--- config.mk ---
export PLATFORM = sky130hd
export DESIGN_NAME = tbp_front_flat
export DESIGN_NICKNAME = d
export VERILOG_FILES = /design/src/rtl/tbp_pkg.sv /design/src/rtl/tbp_in_if.sv /design/src/rtl/tbp_front.sv /design/src/flat_wrapper.sv
export SDC_FILE = /design/constraint.sdc
export NUM_CORES = 1
export LEC_CHECK = 0
export BUFFER_PORTS_ARGS = -buffer_cell sky130_fd_sc_hd__buf_2
export CORE_ASPECT_RATIO = 1.25
export CORE_MARGIN = 2
export CORE_UTILIZATION = 46
export CTS_BUF_LIST = sky130_fd_sc_hd__clkbuf_4 sky130_fd_sc_hd__clkbuf_8
export DETAILED_ROUTE_END_ITERATION = 16
export PLACE_DENSITY_LB_ADDON = 0.15
export SYNTH_ARGS = -nofsm -noshare
export SYNTH_HDL_FRONTEND = slang
export SYNTH_SLANG_ARGS = --single-unit
--- constraint.sdc ---
create_clock -name clk -period 2.5 [get_ports clk]
set_input_delay 0.25 -clock clk [delete_from_list [all_inputs] [get_ports clk]]
set_output_delay 0.25 -clock clk [all_outputs]
set_load 0.03 [all_outputs]
--- src/rtl/tbp_pkg.sv ---
`timescale 1ns / 1ps
`default_nettype none
// ---------------------------------------------------------------------------
// tbp_pkg: shared types and constants of the tournament branch predictor
// Opcode and state codes, counter limits, start values and the saturating
// two-bit counter update.
// ---------------------------------------------------------------------------
package tbp_pkg;

	typedef enum logic {
		OP_PREDICT = 1'b0,
		OP_TRAIN   = 1'b1
	} tbp_op_t;

	typedef enum logic [1:0] {
		ST_CLEAR,
		ST_FETCH,
		ST_INDEX,
		ST_RESOLVE
	} tbp_state_t;

	typedef struct packed {
		logic prediction;
		logic local_guess;
		logic global_guess;
		logic chose_global;
	} tbp_result_t;

	localparam logic [1:0] CTR_MAX = 2'd3;
	localparam logic [1:0] CTR_MIN = 2'd0;
	localparam logic [1:0] LC_INIT = 2'd0;
	localparam logic [1:0] GC_INIT = 2'd1;
	localparam logic [1:0] CH_INIT = 2'd2;

	function automatic logic [1:0] sat_move(input logic [1:0] c, input logic up);
		logic [1:0] r;
		r = c;
		if (up) begin
			if (c != CTR_MAX) r = c + 2'd1;
		end else begin
			if (c != CTR_MIN) r = c - 2'd1;
		end
		return r;
	endfunction

endpackage
`default_nettype wire

--- src/rtl/tbp_in_if.sv ---
`timescale 1ns / 1ps
`default_nettype none
// ---------------------------------------------------------------------------
// tbp_in_if: branch request channel
// valid/ready channel carrying opcode, pc and outcome.
// ---------------------------------------------------------------------------
interface tbp_in_if;
	logic        valid;
	logic        ready;
	logic        opcode;
	logic [31:0] pc;
	logic        outcome;

	modport source (output valid, output opcode, output pc, output outcome, input ready);
	modport sink (input valid, input opcode, input pc, input outcome, output ready);
	modport monitor (input valid, input opcode, input pc, input outcome, input ready);
endinterface
`default_nettype wire

--- src/rtl/tbp_front.sv ---
`timescale 1ns / 1ps
`default_nettype none
// ---------------------------------------------------------------------------
// tbp_front: request intake
// Accepts request words, decodes them into train/outcome/table index and
// holds them in a two-entry queue in front of the table engine.
// ---------------------------------------------------------------------------
module tbp_front
	import tbp_pkg::*;
#(
	parameter int PC_INDEX_BITS = 10
) (
	input  wire                      clk,
	input  wire                      arst_n,
	tbp_in_if.sink                   req,
	input  wire                      clearing,
	output logic                     cmd_valid,
	input  wire                      cmd_ready,
	output logic                     cmd_train,
	output logic                     cmd_taken,
	output logic [PC_INDEX_BITS-1:0] cmd_pidx
);

	logic                     q_train_q [2];
	logic                     q_taken_q [2];
	logic [PC_INDEX_BITS-1:0] q_pidx_q  [2];
	logic                     wr_ptr_q;
	logic                     rd_ptr_q;
	logic [1:0]               count_q;
	logic                     push;
	logic                     pop;

	// hold off new words while the tables are being initialized or the queue is full
	assign req.ready = !clearing && (count_q != 2'd2);
	assign push      = req.valid && req.ready;
	assign cmd_valid = (count_q != 2'd0);
	assign pop       = cmd_valid && cmd_ready;

	assign cmd_train = q_train_q[rd_ptr_q];
	assign cmd_taken = q_taken_q[rd_ptr_q];
	assign cmd_pidx  = q_pidx_q[rd_ptr_q];

	always_ff @(posedge clk) begin
		if (push) begin
			q_train_q[wr_ptr_q] <= (tbp_op_t'(req.opcode) == OP_TRAIN);
			q_taken_q[wr_ptr_q] <= req.outcome;
			q_pidx_q[wr_ptr_q]  <= req.pc[PC_INDEX_BITS-1:0];
		end
	end

	always_ff @(posedge clk or negedge arst_n) begin
		if (!arst_n) begin
			wr_ptr_q <= 1'b0;
			rd_ptr_q <= 1'b0;
			count_q  <= 2'd0;
		end else begin
			if (push) wr_ptr_q <= !wr_ptr_q;
			if (pop) rd_ptr_q <= !rd_ptr_q;
			if (push && !pop) count_q <= count_q + 2'd1;
			else if (pop && !push) count_q <= count_q - 2'd1;
		end
	end

endmodule
`default_nettype wire

--- src/flat_wrapper.sv ---
// flat-port wrapper written by rule: the top's interface ports become plain ports
module tbp_front_flat import tbp_pkg::*;
#(
	parameter int PC_INDEX_BITS = 10
)
  (clk, arst_n, clearing, cmd_valid, cmd_ready, cmd_train, cmd_taken, cmd_pidx, req_valid, req_opcode, req_pc, req_outcome, req_ready);
  tbp_in_if req_i ();
  input  wire clk;
  input  wire arst_n;
  input  wire clearing;
  output logic cmd_valid;
  input  wire cmd_ready;
  output logic cmd_train;
  output logic cmd_taken;
  output logic [PC_INDEX_BITS-1:0] cmd_pidx;
  input wire logic [$bits(req_i.valid)-1:0] req_valid;
  input wire logic [$bits(req_i.opcode)-1:0] req_opcode;
  input wire logic [$bits(req_i.pc)-1:0] req_pc;
  input wire logic [$bits(req_i.outcome)-1:0] req_outcome;
  output wire logic [$bits(req_i.ready)-1:0] req_ready;
  assign req_i.valid = req_valid;
  assign req_i.opcode = req_opcode;
  assign req_i.pc = req_pc;
  assign req_i.outcome = req_outcome;
  assign req_ready = req_i.ready;
  tbp_front #(.PC_INDEX_BITS(PC_INDEX_BITS)) u_core (.clk(clk), .arst_n(arst_n), .req(req_i), .clearing(clearing), .cmd_valid(cmd_valid), .cmd_ready(cmd_ready), .cmd_train(cmd_train), .cmd_taken(cmd_taken), .cmd_pidx(cmd_pidx));
endmodule
; Yosys cells after proc, flatten, opt, wreduce, memory -nomap -nowiden
; Memories as Yosys holds them, arrays and structs flattened.
; Cells that the tools add are included.
[word_totals]
wordCells = 25
mem_bits_rw = 24
output_inout_bits = 14
register_bits = 4
inputBits = 39
memories = 3
[op_classes]
n_mux = 4
eq_ne = 1
n_reduce_logical = 12
n_addsub = 2
[mem_list]
columns = name, depth, word_bits, rd, rd_clocked_by_memory_dff, write_ports, line
row1 = u_core.q_pidx_q, 2, 10, 1, 0, 1, tbp_front.sv:26  ; logic [PC_INDEX_BITS-1:0] q_pidx_q [2];
row2 = u_core.q_taken_q, 2, 1, 1, 0, 1, tbp_front.sv:25  ; logic q_taken_q [2];
row3 = u_core.q_train_q, 2, 1, 1, 0, 1, tbp_front.sv:24  ; logic q_train_q [2];
[ops]
columns = cell, n
row1 = $logic_and A1 B1 Y1, 5
row2 = $logic_not A1 Y1, 5
row3 = $mux W2, 2
row4 = $reduce_bool A2 Y1, 2
row5 = $add A2 B1 Y2 const B, 1
row6 = $mux W1, 2
row7 = $ne A2 B2 Y1 const B, 1
row8 = $sub A2 B1 Y2 const B, 1

; Longest topological paths before layout
[depth]
word_depth = 7
depth_mapped = 6
ltp_nobuf = 6

; Least setup slack after synthesis
; OpenSTA, ideal clock, no wires.
[synth_timing]
path_kind = register to register
start = reg u_core.count_q[1]
end = mem u_core.q_pidx_q[0][0] (enable)
required_time_ns = 2.118
path_buffers = 0
path_slack_ns = 0.733
stages_incl_launch_ff = 4
arrival_time_ns = 1.385
synth_period_minus_slack_ns = 1.767
setup_time_ns = 0.382
path_cell_list = dfrtp_1 nor2b_2 nor3b_4 nor2b_1
[synth_via]
elab_chain_len = 5
[synth_rtl]
columns = element, line
row1 = "start, declared", tbp_front.sv:29  ; logic [1:0] count_q;
row2 = "start signal, assigned", tbp_front.sv:59  ; if (push && !pop) count_q <= count_q + 2'd1;
row3 = "start signal, assigned", tbp_front.sv:60  ; else if (pop && !push) count_q <= count_q - 2'd1;
row4 = $ne A2 B2 Y1, tbp_front.sv:34  ; assign req.ready = !clearing && (count_q != 2'd2);
row5 = $logic_and A1 B1 Y1, tbp_front.sv:34
row6 = $logic_and A1 B1 Y1, tbp_front.sv:35  ; assign push = req.valid && req.ready;
row7 = named net u_core.push, tbp_front.sv:30  ; logic push;
row8 = $mux W1, tbp_front.sv:44  ; if (push) begin
row9 = $mux W1 (implied by the code), tbp_front.sv:47  ; q_pidx_q[wr_ptr_q] <= req.pc[PC_INDEX_BITS-1:0];
row10 = "end, declared", tbp_front.sv:26
; The timed path passes the listed nets, and every way through them passes these cells.

; Worst setup path in the final report
[layout_timing]
start = reg u_core.rd_ptr_q
end = out cmd_pidx[6]
[layout_via]
elab_chain_len = 1
[layout_rtl]
columns = element, line
row1 = "start, declared", tbp_front.sv:28  ; logic rd_ptr_q;
row2 = "start signal, assigned", tbp_front.sv:58  ; if (pop) rd_ptr_q <= !rd_ptr_q;
row3 = $mem_v2 Z2 W10, --
row4 = "end, declared", flat_wrapper.sv:15  ; output logic [PC_INDEX_BITS-1:0] cmd_pidx;
; Every way passes these cells.

==> summary.txt <==
Timing
  • Unrepaired setup endpoints after global routing: false
  • Crit path time final: 1850 ps
  • Final hold vios: 0
  • Max Clk Rate: ~540 MHz
  • Final Max Slew Viols: 0
  • Endpoints failing setup: 0
  • Final Cycle Share: 73.9%
  • Worst slew margin: 61.9%
  • Worst-Margin Slew: 572 ps
  • Max Clock Skew: 6.23 ps
  • Setup TNS Final: 0 ps

Layout
  • Commonest non-fill, non-tap cell in the layout: buf_2
  • Layout Utilization: roughly 60%
  • Share of layout cells above drive strength 1: a little over half
  • Layout Nets: 131
  • ANT cells: 0
  • Most frequent cells in the layout: buf_2, edfxtp_1, mux2_2, dfrtp_1
  • Area delta synth->final: 23.3%
  • Final Non-Filler Cells: ~120

Placed design
  • Port buffer count: 30
  • Placed cell count: 116
  • Routability cong.: 0.599
  • DPL Wire Length: 1130 µm

Synth
  • Avg Synthesized Cell Area: 19.6 µm²
  • Synth Instances: 55
  • Synth Cell Area: ~1100 µm²
  • Synth area leader: edfxtp_1
  • Synth top area share: between 60 and 70%
  • Area contributors post-synth: edfxtp_1, mux2_2, dfrtp_1, xor2_1, nor3b_4
  • Register bit total from synthesis: 28
  • Register area share after synthesis: 76.2%
  • Synth Net Count: between 90 and 100
  • Cell variety after synth: 14
  • Synth warn: 0

Die
  • IO Pins: 53
  • Die ar.: 2750 µm²
  • Starting Density: 48.7%
  • Core Footprint: 2210 µm²
  • Die width: 47.3 µm
  • # rows: 19
  • Die H: between 50 and 60 µm

Power and ir drop
  • PwrDens: 1090 nW/µm²
  • Final total power: 0.00145 W
  • LEAKAGE: roughly 0.52 nW
  • Maximum VDD drop: 0.000570 V

Global route
  • Vias in the first global route: 549
  • Largest net degree at the start of global routing: 17
  • Total GRT Usage: 12.3%
  • GRT overflow: 0
  • Initial antenna violation count: 0
  • First-pass GRT wire length: 2300 µm

Clock network
  • TritonCTS clock tree: built
  • # clock sinks: 28
  • Post_cts resized: 0
  • CTS Buf Count: 3
  • H-tree depth: 1
  • Cts hold-fix bufs: 1
  • Post-CTS setup buffer count: 0
  • Clock tree buffer depth: 2
  • Worst-path clk slew: 140 ps
  • Skew-Pair Late Insertion Delay: 310 ps
  • Root buf cell: clkbuf_4

Route
  • Vias post-DR: 566
  • Final wirelength: 1490 µm
  • Routed WL per cell: 12.3 µm
  • Vias per inst: between 4 and 5
  • Initial DRC Count: 4
  • Residual DRC: 0
  • Post-DRT Antenna Nets: 0
  • Drt first pass iters: 4

Critical path
  • CP startpoint kind: flop
  • Worst-path maximum fanout: 13
  • WP buf/inv: 1
  • Slowest cell on crit path: dfrtp_1
  • CP Class: reg2out
  • Worst EP arrival: between 1500 and 2000 ps
  • Worst path required time: around 2300 ps
  • Slowest stage delay, CP: 710 ps
  • Endpoint class of the critical path: output pin
  • Crit-path leading delay family: flip-flops
  • Worst path cell trace: mux2_2 -> buf_2

Run status
  • Outcome: finished clean

Flow run
  • MaxCap Viol Count: 0

Worst hold path
  • Worst Hold Class: in2reg
==> power breakdown <==
part,total [W],internal (W),switching [W]
clock network,0.000282,0.000162,0.000120
logic,0.000489,0.000203,0.000286
registers,0.000673,0.000597,0.0000766
==> per-layer routing <==
metal / share of wire (%) / vias up / global-route usage [%]
met5: 0 / - / 0
met3: 6.1 / 2 / 2.18
li1: - / 274 / -
met4: 1.4 / 0 / 7.14
met1: 41 / 274 / 15.0
met2: 51 / 16 / 19.5
==> worst paths after layout <==
| kind | cells past startpoint | start | slack, ps | end |
|---|---|---|---|---|
| setup / recovery | 2 | u_core.rd_ptr_q | 650 | cmd_pidx[6] |
| hold reg to reg | 1 | u_core.count_q[1] | 500 | u_core.count_q[1] |
| setup reg to reg | 4 | u_core.count_q[1] | 690 | u_core.q_pidx_q[0][3] |
| hold / removal | 1 | req_pc[8] | 110 | u_core.q_pidx_q[1][8] |
| min in group asynchronous | 2 | arst_n | 240 | u_core.count_q[0] |
| max in group asynchronous | 2 | arst_n | 2140 | u_core.count_q[1] |
==> per-stage QoR <==
step | worst slack [ps] | instance area, µm² | hold WS, ps
3_3_place_gp | 691 | 1270 | 61.3
3_5_place_dp | 688 | 1270 | 61.0
6_report | 653 | 1330 | 111
4_1_cts | 608 | 1330 | 106
2_1_floorplan | 733 | 1080 | -45.6
5_1_grt | 566 | 1330 | 92.1
==> area by class of cell <==
type                            instances  area, µm²
Clock buffer                            3       22.5
Clock inverter                          1       30.0
Fill cell                             200        882
Multi-Input combinational cell         26        249
Sequential cell                        28        821
Tap cell                               31       38.8
Timing Repair Buffer                   32        168
==> synth_stat cells, drive strengths merged <==
| library cell | instances |
|---|---|
| nand2 | 1 |
| xnor2 | 2 |
| edfxtp | 24 |
| nor2 | 2 |
| ha | 1 |
| buf | 1 |
| mux2 | 12 |
| or2 | 1 |
| nor3b | 1 |
| nor2b | 2 |
| dfrtp | 4 |
| xor2 | 3 |
| and2 | 1 |
==> flip-flops by register name (all words and copies together), names as in the netlist <==
register / flops
u_core.rd_ptr_q: 1
u_core.q_taken_q: 2
u_core.count_q: 2
u_core.q_pidx_q: 20
u_core.wr_ptr_q: 1
u_core.q_train_q: 2
==> kinds of logic after synthesis <==
group         synth area share (%)
mux                           12.5
simple gates                  5.34
flops                         76.2
fa+ha+maj                     1.16
buf+inv                      0.697
xor+xnor                      4.07
Power figures use the tool's default switching activity.
